===== src/design/mtbs_pkg.sv =====
// ----------------------------------------------------------------------------
// mtbs_pkg
// Types and constants shared by the token bucket sender modules.
// ----------------------------------------------------------------------------
package mtbs_pkg;

    localparam int unsigned LEVEL_W = 40;
    localparam int unsigned FRAC_SHIFT = 8;

    typedef enum logic [0:0] {
        FUNC_ENQ  = 1'b0,
        FUNC_TICK = 1'b1
    } t_func;

    typedef enum logic [1:0] {
        EV_SENT    = 2'd0,
        EV_ENQ_OK  = 2'd1,
        EV_DROPPED = 2'd2,
        EV_IDLE    = 2'd3
    } t_event;

    typedef enum logic [2:0] {
        REG_RATE0    = 3'd0,
        REG_RATE1    = 3'd1,
        REG_RATE2    = 3'd2,
        REG_CAP      = 3'd3,
        REG_OVERHEAD = 3'd4
    } t_reg_idx;

    typedef struct packed {
        logic [0:0]  func;
        logic [1:0]  traffic_class;
        logic [15:0] message_bytes;
        logic [15:0] destination_mask;
        logic [7:0]  message_tag;
        logic [19:0] elapsed_us;
    } t_in_item;

    typedef struct packed {
        logic [1:0] event_kind;
        logic [1:0] sent_class;
        logic [4:0] destination_server;
        logic [7:0] sent_tag;
        logic       message_finished;
        logic       last;
    } t_out_item;

    typedef struct packed {
        logic [23:0] rate0;
        logic [23:0] rate1;
        logic [23:0] rate2;
        logic [31:0] cap_bits;
        logic [7:0]  overhead;
    } t_cfg;

    typedef enum logic [3:0] {
        ST_IDLE,
        ST_ENQ,
        ST_REFILL_MUL,
        ST_REFILL_ADD,
        ST_SVC_RD,
        ST_SVC_WAIT,
        ST_SVC_EVAL,
        ST_SVC_NEXT,
        ST_EMIT,
        ST_DONE
    } t_state;

endpackage


===== src/design/multiclass_token_bucket_sender.sv =====
// ----------------------------------------------------------------------------
// multiclass_token_bucket_sender
// Three-class token bucket sender with strict priority service.
// ----------------------------------------------------------------------------
// Requests wait in a two-entry queue ahead of the engine, which takes one at a
// time. An enqueue occupies the engine in its own state. A tick starts, runs
// the refill multiply and add for each class, reads and judges each head message
// and sends to its destinations, closes each class and finishes; a head message
// with no destinations left is popped and the next head is read. The engine waits
// whenever a stalled result register blocks it. Each send result is held back
// until the next send or the end of the tick so the final one can carry last.
module multiclass_token_bucket_sender #(
    parameter int unsigned QUEUE_DEPTH = 16,
    parameter int unsigned MAX_SERVERS = 16,
    parameter int unsigned NUM_CLASSES = 3,
    parameter int unsigned MAX_SENDS_PER_TICK = 32
) (
    input  logic                i_clk,
    input  logic                i_rst_n,
    input  logic                i_valid,
    output logic                o_ready,
    input  mtbs_pkg::t_in_item  i_item,
    output logic                o_valid,
    input  logic                i_ready,
    output mtbs_pkg::t_out_item o_item,
    input  logic                psel,
    input  logic                penable,
    input  logic                pwrite,
    input  logic [4:0]          paddr,
    input  logic [31:0]         pwdata,
    output logic [31:0]         prdata,
    output logic                pready
);
    mtbs_pkg::t_cfg r_cfg;
    mtbs_pkg::t_in_item w_q_item;
    logic w_q_valid, w_q_ready;
    logic [2:0] w_idx;

    assign pready = 1'b1;
    assign w_idx  = paddr[4:2];

    // register writes
    always_ff @(posedge i_clk) begin
        if (!i_rst_n) begin
            r_cfg.rate0 <= 24'd2560;
            r_cfg.rate1 <= 24'd2560;
            r_cfg.rate2 <= 24'd2560;
            r_cfg.cap_bits <= 32'd1000000;
            r_cfg.overhead <= 8'd0;
        end else if (psel && penable && pwrite) begin
            case (w_idx)
                mtbs_pkg::REG_RATE0:    r_cfg.rate0 <= pwdata[23:0];
                mtbs_pkg::REG_RATE1:    r_cfg.rate1 <= pwdata[23:0];
                mtbs_pkg::REG_RATE2:    r_cfg.rate2 <= pwdata[23:0];
                mtbs_pkg::REG_CAP:      r_cfg.cap_bits <= pwdata;
                mtbs_pkg::REG_OVERHEAD: r_cfg.overhead <= pwdata[7:0];
                default: ;
            endcase
        end
    end

    // register reads
    always_comb begin
        case (w_idx)
            mtbs_pkg::REG_RATE0:    prdata = {8'h00, r_cfg.rate0};
            mtbs_pkg::REG_RATE1:    prdata = {8'h00, r_cfg.rate1};
            mtbs_pkg::REG_RATE2:    prdata = {8'h00, r_cfg.rate2};
            mtbs_pkg::REG_CAP:      prdata = r_cfg.cap_bits;
            mtbs_pkg::REG_OVERHEAD: prdata = {24'h0, r_cfg.overhead};
            default:                prdata = '0;
        endcase
    end

    mtbs_in_queue #(.DEPTH(2)) u_queue (
        .i_clk(i_clk), .i_rst_n(i_rst_n),
        .i_valid(i_valid), .o_ready(o_ready), .i_item(i_item),
        .o_valid(w_q_valid), .i_ready(w_q_ready), .o_item(w_q_item)
    );

    mtbs_engine #(
        .QUEUE_DEPTH(QUEUE_DEPTH), .MAX_SERVERS(MAX_SERVERS),
        .NUM_CLASSES(NUM_CLASSES), .MAX_SENDS_PER_TICK(MAX_SENDS_PER_TICK)
    ) u_engine (
        .i_clk(i_clk), .i_rst_n(i_rst_n), .i_cfg(r_cfg),
        .i_valid(w_q_valid), .o_ready(w_q_ready), .i_item(w_q_item),
        .o_valid(o_valid), .i_ready(i_ready), .o_item(o_item)
    );
endmodule


===== src/design/mtbs_in_queue.sv =====
// ----------------------------------------------------------------------------
// mtbs_in_queue
// Front end: a short request queue between the input port and the engine.
// ----------------------------------------------------------------------------
module mtbs_in_queue #(
    parameter int unsigned DEPTH = 2
) (
    input  logic                i_clk,
    input  logic                i_rst_n,
    input  logic                i_valid,
    output logic                o_ready,
    input  mtbs_pkg::t_in_item  i_item,
    output logic                o_valid,
    input  logic                i_ready,
    output mtbs_pkg::t_in_item  o_item
);
    localparam int unsigned AW = (DEPTH > 1) ? $clog2(DEPTH) : 1;

    mtbs_pkg::t_in_item r_mem [DEPTH];
    logic [AW-1:0] r_wr, r_rd;
    logic [AW:0]   r_cnt;
    logic          w_push, w_pop;

    assign o_ready = (r_cnt != AW'(0) + (AW+1)'(DEPTH)) ? 1'b1 : 1'b0;
    assign o_valid = (r_cnt != '0);
    assign o_item  = r_mem[r_rd];
    assign w_push  = i_valid && o_ready;
    assign w_pop   = o_valid && i_ready;

    // store a request
    always_ff @(posedge i_clk) begin
        if (w_push) begin
            r_mem[r_wr] <= i_item;
        end
    end

    // advance pointers
    always_ff @(posedge i_clk) begin
        if (!i_rst_n) begin
            r_wr  <= '0;
            r_rd  <= '0;
            r_cnt <= '0;
        end else begin
            if (w_push) begin
                r_wr <= (r_wr == AW'(DEPTH - 1)) ? '0 : r_wr + 1'b1;
            end
            if (w_pop) begin
                r_rd <= (r_rd == AW'(DEPTH - 1)) ? '0 : r_rd + 1'b1;
            end
            r_cnt <= r_cnt + (AW+1)'(w_push) - (AW+1)'(w_pop);
        end
    end
endmodule


===== src/design/mtbs_engine.sv =====
// ----------------------------------------------------------------------------
// mtbs_engine
// Back end: class queues, buckets, refill and strict priority service.
// ----------------------------------------------------------------------------
module mtbs_engine #(
    parameter int unsigned QUEUE_DEPTH = 16,
    parameter int unsigned MAX_SERVERS = 16,
    parameter int unsigned NUM_CLASSES = 3,
    parameter int unsigned MAX_SENDS_PER_TICK = 32
) (
    input  logic                i_clk,
    input  logic                i_rst_n,
    input  mtbs_pkg::t_cfg      i_cfg,
    input  logic                i_valid,
    output logic                o_ready,
    input  mtbs_pkg::t_in_item  i_item,
    output logic                o_valid,
    input  logic                i_ready,
    output mtbs_pkg::t_out_item o_item
);
    localparam int unsigned QW = (QUEUE_DEPTH > 1) ? $clog2(QUEUE_DEPTH) : 1;
    localparam int unsigned CW = (NUM_CLASSES > 1) ? $clog2(NUM_CLASSES) : 1;
    localparam int unsigned NW = $clog2(NUM_CLASSES * QUEUE_DEPTH);
    localparam int unsigned KW = $clog2(MAX_SENDS_PER_TICK + 1);
    localparam int unsigned SW = (MAX_SERVERS >= 16) ? 16 : MAX_SERVERS;
    localparam int unsigned LW = mtbs_pkg::LEVEL_W;

    // message memory: one row per slot
    logic [15:0] r_size_mem [NUM_CLASSES * QUEUE_DEPTH];
    logic [15:0] r_mask_mem [NUM_CLASSES * QUEUE_DEPTH];
    logic [7:0]  r_tag_mem  [NUM_CLASSES * QUEUE_DEPTH];

    logic [LW-1:0] r_level [NUM_CLASSES];
    logic [QW-1:0] r_head  [NUM_CLASSES];
    logic [QW:0]   r_count [NUM_CLASSES];

    mtbs_pkg::t_state r_state, n_state;
    mtbs_pkg::t_in_item r_req;
    logic [CW-1:0] r_cls;
    logic [KW-1:0] r_sends;
    logic [43:0]   r_prod;
    logic [15:0]   r_rd_size, r_rd_mask;
    logic [7:0]    r_rd_tag;
    logic          r_out_valid;
    mtbs_pkg::t_out_item r_out;
    mtbs_pkg::t_out_item r_pend;
    logic          r_pend_valid;
    logic [NW-1:0] r_addr;

    logic          w_drop;
    logic [QW:0]   w_tail_sum;
    logic [QW-1:0] w_tail;
    logic [23:0]   w_rate;
    logic [44:0]   w_sum;
    logic [LW-1:0] w_cap, w_need;
    logic [3:0]    w_k;
    logic [15:0]   w_newmask;
    logic          w_last_cls;
    logic          w_out_free;
    logic          w_out_load;
    mtbs_pkg::t_out_item w_pend_last;

    assign w_out_free = !r_out_valid || i_ready;
    assign o_valid = r_out_valid;
    assign o_item  = r_out;
    assign o_ready = (r_state == mtbs_pkg::ST_IDLE);

    assign w_drop = (32'(r_req.traffic_class) >= NUM_CLASSES)
        || (r_count[r_req.traffic_class[CW-1:0]] >= (QW+1)'(QUEUE_DEPTH));
    assign w_tail_sum = (QW+1)'(r_head[r_req.traffic_class[CW-1:0]])
        + r_count[r_req.traffic_class[CW-1:0]];
    assign w_tail = (w_tail_sum >= (QW+1)'(QUEUE_DEPTH))
        ? QW'(w_tail_sum - (QW+1)'(QUEUE_DEPTH)) : w_tail_sum[QW-1:0];

    always_comb begin
        case (r_cls)
            CW'(0):  w_rate = i_cfg.rate0;
            CW'(1):  w_rate = (NUM_CLASSES > 1) ? i_cfg.rate1 : i_cfg.rate0;
            default: w_rate = i_cfg.rate2;
        endcase
    end
    assign w_cap  = {i_cfg.cap_bits, 8'h00};
    assign w_sum  = 45'(r_level[r_cls]) + 45'(r_prod);
    assign w_need = LW'({17'(r_rd_size) + 17'(i_cfg.overhead), 11'h000});
    assign w_last_cls = (32'(r_cls) == NUM_CLASSES - 1);

    // lowest pending destination
    always_comb begin
        w_k = 4'd15;
        for (int i = 15; i >= 0; i--) begin
            if (r_rd_mask[i]) begin
                w_k = 4'(i);
            end
        end
    end
    assign w_newmask = r_rd_mask & ~(16'd1 << w_k);

    // final send of a tick carries last
    always_comb begin
        w_pend_last = r_pend;
        w_pend_last.last = 1'b1;
    end

    // next state
    always_comb begin
        n_state = r_state;
        case (r_state)
            mtbs_pkg::ST_IDLE: begin
                if (i_valid) begin
                    n_state = (i_item.func == mtbs_pkg::FUNC_TICK)
                        ? mtbs_pkg::ST_REFILL_MUL : mtbs_pkg::ST_ENQ;
                end
            end
            mtbs_pkg::ST_ENQ: if (w_out_free) n_state = mtbs_pkg::ST_IDLE;
            mtbs_pkg::ST_REFILL_MUL: n_state = mtbs_pkg::ST_REFILL_ADD;
            mtbs_pkg::ST_REFILL_ADD: n_state = w_last_cls
                ? mtbs_pkg::ST_SVC_RD : mtbs_pkg::ST_REFILL_MUL;
            mtbs_pkg::ST_SVC_RD: begin
                if (r_count[r_cls] == '0 || 32'(r_sends) >= MAX_SENDS_PER_TICK) begin
                    n_state = mtbs_pkg::ST_SVC_NEXT;
                end else begin
                    n_state = mtbs_pkg::ST_SVC_WAIT;
                end
            end
            mtbs_pkg::ST_SVC_WAIT: n_state = mtbs_pkg::ST_SVC_EVAL;
            mtbs_pkg::ST_SVC_EVAL: begin
                if (r_rd_mask == '0) begin
                    n_state = mtbs_pkg::ST_SVC_RD;
                end else if (r_level[r_cls] < w_need) begin
                    n_state = mtbs_pkg::ST_SVC_NEXT;
                end else begin
                    n_state = mtbs_pkg::ST_EMIT;
                end
            end
            mtbs_pkg::ST_EMIT: if (w_out_free) n_state = mtbs_pkg::ST_SVC_RD;
            mtbs_pkg::ST_SVC_NEXT: n_state = w_last_cls
                ? mtbs_pkg::ST_DONE : mtbs_pkg::ST_SVC_RD;
            mtbs_pkg::ST_DONE: if (w_out_free) n_state = mtbs_pkg::ST_IDLE;
            default: n_state = mtbs_pkg::ST_IDLE;
        endcase
    end

    always_ff @(posedge i_clk) begin
        if (!i_rst_n) begin
            r_state <= mtbs_pkg::ST_IDLE;
        end else begin
            r_state <= n_state;
        end
    end

    // memory port: write on enqueue or send, registered read
    always_ff @(posedge i_clk) begin
        if (r_state == mtbs_pkg::ST_ENQ && w_out_free && !w_drop) begin
            r_size_mem[NW'(32'(r_req.traffic_class[CW-1:0]) * QUEUE_DEPTH + 32'(w_tail))]
                <= r_req.message_bytes;
            r_mask_mem[NW'(32'(r_req.traffic_class[CW-1:0]) * QUEUE_DEPTH + 32'(w_tail))]
                <= r_req.destination_mask & 16'((17'd1 << SW) - 17'd1);
            r_tag_mem[NW'(32'(r_req.traffic_class[CW-1:0]) * QUEUE_DEPTH + 32'(w_tail))]
                <= r_req.message_tag;
        end else if (r_state == mtbs_pkg::ST_EMIT && w_out_free) begin
            r_mask_mem[r_addr] <= w_newmask;
        end
        if (r_state == mtbs_pkg::ST_SVC_RD) begin
            r_addr <= NW'(32'(r_cls) * QUEUE_DEPTH + 32'(r_head[r_cls]));
        end
        if (r_state == mtbs_pkg::ST_SVC_WAIT) begin
            r_rd_size <= r_size_mem[r_addr];
            r_rd_mask <= r_mask_mem[r_addr];
            r_rd_tag  <= r_tag_mem[r_addr];
        end
    end

    // load the result register, drop it once taken
    assign w_out_load = w_out_free && ((r_state == mtbs_pkg::ST_ENQ)
        || (r_state == mtbs_pkg::ST_DONE)
        || (r_state == mtbs_pkg::ST_EMIT && r_pend_valid));

    always_ff @(posedge i_clk) begin
        if (!i_rst_n) begin
            r_out_valid <= 1'b0;
        end else if (w_out_load) begin
            r_out_valid <= 1'b1;
        end else if (i_ready) begin
            r_out_valid <= 1'b0;
        end
    end

    // datapath and control registers
    always_ff @(posedge i_clk) begin
        if (!i_rst_n) begin
            r_cls <= '0;
            r_sends <= '0;
            r_pend_valid <= 1'b0;
            for (int c = 0; c < NUM_CLASSES; c++) begin
                r_level[c] <= '0;
                r_head[c]  <= '0;
                r_count[c] <= '0;
            end
        end else begin
            case (r_state)
                mtbs_pkg::ST_IDLE: begin
                    if (i_valid) begin
                        r_req <= i_item;
                        r_cls <= '0;
                        r_sends <= '0;
                    end
                end
                mtbs_pkg::ST_ENQ: begin
                    if (w_out_free) begin
                        r_out.event_kind <= w_drop ? mtbs_pkg::EV_DROPPED
                                                   : mtbs_pkg::EV_ENQ_OK;
                        r_out.sent_class <= r_req.traffic_class;
                        r_out.destination_server <= '0;
                        r_out.sent_tag <= r_req.message_tag;
                        r_out.message_finished <= 1'b0;
                        r_out.last <= 1'b1;
                        if (!w_drop) begin
                            r_count[r_req.traffic_class[CW-1:0]] <=
                                r_count[r_req.traffic_class[CW-1:0]] + 1'b1;
                        end
                    end
                end
                mtbs_pkg::ST_REFILL_MUL: r_prod <= 44'(w_rate) * 44'(r_req.elapsed_us);
                mtbs_pkg::ST_REFILL_ADD: begin
                    r_level[r_cls] <= (w_sum > 45'(w_cap)) ? w_cap : w_sum[LW-1:0];
                    r_cls <= w_last_cls ? '0 : r_cls + 1'b1;
                end
                mtbs_pkg::ST_SVC_EVAL: begin
                    if (r_rd_mask == '0) begin
                        r_head[r_cls] <= (r_head[r_cls] == QW'(QUEUE_DEPTH - 1))
                            ? '0 : r_head[r_cls] + 1'b1;
                        r_count[r_cls] <= r_count[r_cls] - 1'b1;
                    end
                end
                mtbs_pkg::ST_EMIT: begin
                    if (w_out_free) begin
                        r_level[r_cls] <= r_level[r_cls] - w_need;
                        // release the previous send, keep this one back
                        if (r_pend_valid) begin
                            r_out <= r_pend;
                        end
                        r_pend_valid <= 1'b1;
                        r_pend.event_kind <= mtbs_pkg::EV_SENT;
                        r_pend.sent_class <= 2'(r_cls);
                        r_pend.destination_server <= 5'(w_k) + 5'd1;
                        r_pend.sent_tag <= r_rd_tag;
                        r_pend.message_finished <= (w_newmask == '0);
                        r_pend.last <= 1'b0;
                        r_sends <= r_sends + 1'b1;
                        if (w_newmask == '0) begin
                            r_head[r_cls] <= (r_head[r_cls] == QW'(QUEUE_DEPTH - 1))
                                ? '0 : r_head[r_cls] + 1'b1;
                            r_count[r_cls] <= r_count[r_cls] - 1'b1;
                        end
                    end
                end
                mtbs_pkg::ST_SVC_NEXT: r_cls <= w_last_cls ? r_cls : r_cls + 1'b1;
                mtbs_pkg::ST_DONE: begin
                    if (w_out_free) begin
                        r_pend_valid <= 1'b0;
                        if (r_pend_valid) begin
                            r_out <= w_pend_last;
                        end else begin
                            r_out.event_kind <= mtbs_pkg::EV_IDLE;
                            r_out.sent_class <= '0;
                            r_out.destination_server <= '0;
                            r_out.sent_tag <= '0;
                            r_out.message_finished <= 1'b0;
                            r_out.last <= 1'b1;
                        end
                    end
                end
                default: ;
            endcase
        end
    end
endmodule

===== config.mk =====
export PLATFORM = sky130hd
export DESIGN_NAME = multiclass_token_bucket_sender
export DESIGN_NICKNAME = d
export VERILOG_FILES = /design/src/design/mtbs_pkg.sv /design/src/design/multiclass_token_bucket_sender.sv /design/src/design/mtbs_in_queue.sv /design/src/design/mtbs_engine.sv
export SDC_FILE = /design/constraint.sdc
export NUM_CORES = 2
export LEC_CHECK = 0
export BUFFER_PORTS_ARGS = -buffer_cell sky130_fd_sc_hd__clkbuf_2
export CAP_MARGIN = 20
export CORE_MARGIN = 2
export CORE_UTILIZATION = 40
export CTS_BUF_LIST = sky130_fd_sc_hd__clkbuf_2
export DETAILED_ROUTE_END_ITERATION = 8
export PLACE_DENSITY = 0.53
export SYNTH_ARGS = -nofsm -noshare
export SYNTH_HDL_FRONTEND = slang
export SYNTH_SLANG_ARGS = --single-unit

===== constraint.sdc =====
create_clock -name i_clk -period 11.9 [get_ports i_clk]
set_clock_uncertainty 0.05 [all_clocks]
set_input_delay 0.595 -clock i_clk [delete_from_list [all_inputs] [get_ports i_clk]]
set_output_delay 0.595 -clock i_clk [all_outputs]
set_load 0.05 [all_outputs]

==> results.md <==
Logic synthesis:
- The sequential-to-total area share from yosys stat is 0.628.
- The synthesis-stage register bit count is 2564.
- The share of synthesized area in the top cell type comes to 0.606.
- Counting every net in the synthesized netlist gives 8162.
- The async set-or-reset flop fraction in the synthesized netlist is 0.
- Yosys attributes the largest share of cell area to sky130_fd_sc_hd__edfxtp_1, sky130_fd_sc_hd__mux4_2, sky130_fd_sc_hd__fa_1.
- The largest total area in the synthesized netlist belongs to sky130_fd_sc_hd__edfxtp_1.
- The post-synthesis instance total is 7388.
- A synthesized cell averages 16.3 um2.
- The cell area after technology mapping is ~0.12 mm2.
- The number of synthesis warnings is 0.
- In this run, distinct cell masters in the synthesized netlist total 76.
- For this run, the leading register cell type out of synthesis is sky130_fd_sc_hd__edfxtp_1.
- Yosys mapped a number of flops with a built-in enable equal to roughly 2400.

Clocking:
- The H-tree generated during clock tree synthesis spans 6 levels.
- Clock-pin slew was measured on the worst setup and hold paths at 90 ps.
- The clock sink count is 2564.
- The number of instances resized during post-cts repair is 0.
- The clock latency on the worst-skew pair is between 1500 and 2000 ps.
- Counting the buffers created by CTS gives 650.
- The clock tree buffer depth is 4.
- In this run the clock root is driven by a sky130_fd_sc_hd__clkbuf_2.
- TritonCTS built the clock tree.

Timing:
- The slew of the pin with the lowest slew margin is 1210 ps.
- Based on the critical path, the design can be clocked at up to 100 MHz.
- The post-route minimum period is 9980 ps.
- Dividing the final minimum period by the clock period gives 0.839.
- The total of endpoints with negative setup slack in the final report is 0.
- The total count of hold-check failures in the final report is 0.
- Setup repair after global routing left no endpoint under its margin.
- Summed over all failing endpoints, the final setup total negative slack is 0 ps.
- The total count of max-transition violations in the final report is 0.
- The worst slew margin relative to its limit is 0.192.

Drt:
- Dividing the detail-routed wire length by the instance count gives ~26 um.
- Wires add up to 326000 um.
- The vias per cell is roughly 5.4.
- In this run, the number of DRC markers left after iteration 0 of detailed routing was 5259.
- The DRC violations left is 0.
- The number of detailed-route iterations in the first pass is 5.
- The via count of the routed design is 68732.
- The count of nets left with antenna violations once routing finished came out at 0.

Pwr:
- The power density over cell area is around 150 mW/mm2.
- The leakage power total is a little under 0.05 uW.
- IR analysis of the VDD net gives a maximum drop of 0.0741 mV.

Job:
- The tool flagged a number of max-cap violations equal to 0.

Worst setup path:
- Counting cells, the worst reg-to-reg path comes to 31.
- The endpoint required time on the critical path is 13280 ps.
- The largest individual stage delay along the critical path comes from the cell sky130_fd_sc_hd__nand2_1.
- Together, buffers and inverters on the worst path number 7.
- Along the worst path, the maximum fanout reaches 27.
- In this design, the stage delay of the slowest critical-path cell is 620 ps.
- The critical path's most frequent cell is sky130_fd_sc_hd__fa_1.
- By startpoint and endpoint, the worst setup path is classified as reg -> reg.
- On the critical path the largest part of the delay comes from adder cells.
- The internal reg-to-reg setup slack is 1920 ps.
- The launching element type of the critical path is a register.
- STA classifies the critical path endpoint as a register.
- The cell depth of the worst setup path is 31.
- Data on the critical path arrives at its endpoint at 11360 ps.

GRT:
- After global routing the overflow that remains totals 0.
- Entering global routing, the biggest net connects 139 pins.
- The number of global-route vias before repair is between 70000 and 80000.
- The number of antenna violations at the first check in global routing is 21.
- The first-pass GRT wire length is 479000 um.
- Across every metal layer, demand over resource in global routing totals 0.213.

Die:
- The starting utilization of the core area is 0.402.
- The die outline height is 553 um.
- The floorplan step defined a core boundary enclosing 0.300 mm2.
- The number of top-level design ports is approximately 160.
- The number of standard-cell rows in the floorplan is 201.
- From left edge to right edge, the die measures 553 um.
- The area enclosed by the die boundary is 0.305 mm2.

Place:
- The placed instances occupy a cell area of between 0.1 and 0.15 mm2.
- The cell total after placement is ~11000.
- The congestion estimate from routability-driven global placement came to between 0.8 and 0.9.
- The count of port buffers added during placement is about 160.
- The half-perimeter wire length after detailed placement is 203000 um.

Cells and area:
- The net count reported at finish is just over 9000.
- In the final layout, the share of cells above drive strength 1 is 0.254.
- The finished layout holds 12749 standard cells, fillers aside.
- From synthesis to final layout, the design area changed by 13.3%.
- The filler cells instantiated in the layout total around 27000.
- The finished cells cover 0.136 mm2.

Min path:
- The instance count along the most critical hold path is 3.
- The worst hold path belongs to the class in -> reg.

Outcome:
- The run finished with clean final reports.
==> area by class of cell <==
cell class                 instances  area (um2)  area share
multi-input combinational       3908       41900       0.307
antenna                            7        17.5    0.000128
timing repair buffer             675        6050      0.0444
inverter                         529        1990      0.0146
sequential                      2564       75700       0.554
clock buffer                     920        4600      0.0337
clock inverter                   188        1310     0.00958
tap                             3958        4950      0.0363
==> placed cells by master, fill, tap and decap left out, types with 18 or more instances in the layout <==
| cell | n |
|---|---|
| sky130_fd_sc_hd__xnor2_1 | 86 |
| sky130_fd_sc_hd__nor2_4 | 50 |
| sky130_fd_sc_hd__bufinv_16 | 18 |
| sky130_fd_sc_hd__fa_1 | 396 |
| sky130_fd_sc_hd__nand4_1 | 22 |
| sky130_fd_sc_hd__nor3_1 | 33 |
| sky130_fd_sc_hd__a21o_1 | 56 |
| sky130_fd_sc_hd__a31oi_1 | 24 |
| sky130_fd_sc_hd__a21oi_1 | 175 |
| sky130_fd_sc_hd__edfxtp_1 | 2429 |
| sky130_fd_sc_hd__inv_1 | 527 |
| sky130_fd_sc_hd__ha_1 | 271 |
| sky130_fd_sc_hd__nor2b_1 | 53 |
| sky130_fd_sc_hd__o21ai_0 | 105 |
| sky130_fd_sc_hd__buf_4 | 192 |
| sky130_fd_sc_hd__mux2_2 | 76 |
| sky130_fd_sc_hd__clkinv_1 | 124 |
| sky130_fd_sc_hd__nand2_1 | 705 |
| sky130_fd_sc_hd__o21bai_1 | 28 |
| sky130_fd_sc_hd__o21a_1 | 18 |
| sky130_fd_sc_hd__xor2_1 | 43 |
| sky130_fd_sc_hd__a21boi_0 | 103 |
| sky130_fd_sc_hd__buf_12 | 31 |
| sky130_fd_sc_hd__and2_1 | 297 |
| sky130_fd_sc_hd__a22oi_1 | 46 |
| sky130_fd_sc_hd__mux2i_1 | 79 |
| sky130_fd_sc_hd__nand3_1 | 58 |
| sky130_fd_sc_hd__nor2_1 | 202 |
| sky130_fd_sc_hd__clkbuf_2 | 1076 |
| sky130_fd_sc_hd__mux4_2 | 674 |
| sky130_fd_sc_hd__dlygate4sd3_1 | 279 |
| sky130_fd_sc_hd__dfxtp_1 | 132 |
| sky130_fd_sc_hd__and3_1 | 22 |
| sky130_fd_sc_hd__a211oi_1 | 86 |
| sky130_fd_sc_hd__nand2b_1 | 31 |
==> cell usage after synthesis, types with 4 or more instances <==
cell / instances
sky130_fd_sc_hd__or3_1: 10
sky130_fd_sc_hd__or4_1: 5
sky130_fd_sc_hd__nand2b_1: 31
sky130_fd_sc_hd__xor2_1: 43
sky130_fd_sc_hd__and3_1: 26
sky130_fd_sc_hd__nor2b_1: 53
sky130_fd_sc_hd__a31oi_1: 24
sky130_fd_sc_hd__fa_1: 396
sky130_fd_sc_hd__o211ai_1: 15
sky130_fd_sc_hd__a21oi_1: 175
sky130_fd_sc_hd__a21boi_0: 103
sky130_fd_sc_hd__a31o_2: 4
sky130_fd_sc_hd__nor3b_1: 7
sky130_fd_sc_hd__a211o_1: 4
sky130_fd_sc_hd__nand4_1: 22
sky130_fd_sc_hd__nor3_1: 34
sky130_fd_sc_hd__o21bai_1: 28
sky130_fd_sc_hd__a41oi_1: 4
sky130_fd_sc_hd__nand2_1: 709
sky130_fd_sc_hd__a22oi_1: 46
sky130_fd_sc_hd__mux4_2: 674
sky130_fd_sc_hd__nor4_1: 11
sky130_fd_sc_hd__mux2i_1: 79
sky130_fd_sc_hd__xnor2_1: 87
sky130_fd_sc_hd__a22o_1: 11
sky130_fd_sc_hd__edfxtp_1: 2429
sky130_fd_sc_hd__ha_1: 271
sky130_fd_sc_hd__o31ai_1: 11
sky130_fd_sc_hd__nor2_1: 262
sky130_fd_sc_hd__o22ai_1: 10
sky130_fd_sc_hd__clkbuf_1: 319
sky130_fd_sc_hd__o21a_1: 18
sky130_fd_sc_hd__o21ai_0: 117
sky130_fd_sc_hd__a21o_1: 56
sky130_fd_sc_hd__inv_1: 528
sky130_fd_sc_hd__dfxtp_1: 135
sky130_fd_sc_hd__and2_1: 297
sky130_fd_sc_hd__a211oi_1: 86
sky130_fd_sc_hd__buf_1: 59
sky130_fd_sc_hd__nand3_1: 58
sky130_fd_sc_hd__o2111ai_1: 4
sky130_fd_sc_hd__mux2_2: 76
==> metrics by stage <==
stage	power, uW	hold slack, ps	setup WS (ps)	util
2_1_floorplan	13200	350	3110	-
3_3_place_gp	14500	353	1920	0.423
3_5_place_dp	14600	357	1910	0.425
4_1_cts	20800	1.97	1880	0.454
5_1_grt	21600	62.7	1430	0.455
6_report	20500	246	1920	0.455
==> metal layers <==
layer,vias to the layer above,wire (um),GRT usage,share of wire
met3,495,16500,0.0342,0.050
li1,30117,-,-,-
met1,36099,135000,0.275,0.41
met4,8,9560,0.0716,0.029
met5,-,62,0,0.00019
met2,2013,165000,0.365,0.51
==> worst reg2reg max path, delay by kind of cell (launching register included) <==
family / cells / cell delay (ps)
XOR/XNOR: 1 / 150
AND/OR/NAND/NOR: 7 / 1570
AO/OA/AOI/OAI: 7 / 2100
buffers and inverters: 7 / 1260
flip-flops: 1 / 520
adder cells (fa/ha/maj): 9 / 4090
==> power by group <==
group	internal, uW	leakage (uW)	switching, uW
Combinational	1200	0.0211	2500
Sequential	10600	0.0232	168
Clock	2470	0.00444	3570
Total	14300	0.0488	6230
==> final timing paths <==
check,endpoint,start
max,u_engine.r_prod[42],u_engine.r_cls[0]
min,u_queue.r_mem[1][42],i_item[42]
max reg2reg,u_engine.r_prod[42],u_engine.r_cls[0]
min reg2reg,u_engine.r_pend[3],u_engine.r_rd_tag[1]
==> logic make-up after synthesis <==
group           count (synthesis)  synth area share
xor+xnor                      130           0.00945
other cells                     1         0.0000311
simple gates                 1537            0.0591
mux                           829             0.140
buf+inv                       916            0.0288
compound gates                744            0.0408
flops                        2564             0.628
fa+ha+maj                     667            0.0940
==> flip-flops by register name, indices dropped and copies added, names as in the netlist, 6 cells and up, named ones only <==
| signal | flops |
|---|---|
| u_engine.o_item | 19 |
| u_engine.r_size_mem | 768 |
| u_engine.r_prod | 44 |
| u_engine.r_tag_mem | 384 |
| u_engine.r_rd_size | 16 |
| u_engine.r_head | 16 |
| u_engine.r_level | 160 |
| u_engine.r_mask_mem | 768 |
| u_engine.r_count | 20 |
| u_engine.r_sends | 6 |
| u_engine.r_pend | 16 |
| u_queue.r_mem | 126 |
| u_engine.r_rd_tag | 8 |
| u_engine.r_req | 62 |
| r_cfg | 112 |
| u_engine.r_addr | 6 |
| u_engine.r_rd_mask | 16 |
==> what timing repair did <==
item	4_1_cts	5_1_grt
hold endpoints to repair	753	0
setup buffers	0	0
endpoints found under the setup margin	0	0
hold buffers	280	0
Note: power is estimated with default switching activity, not from simulation.
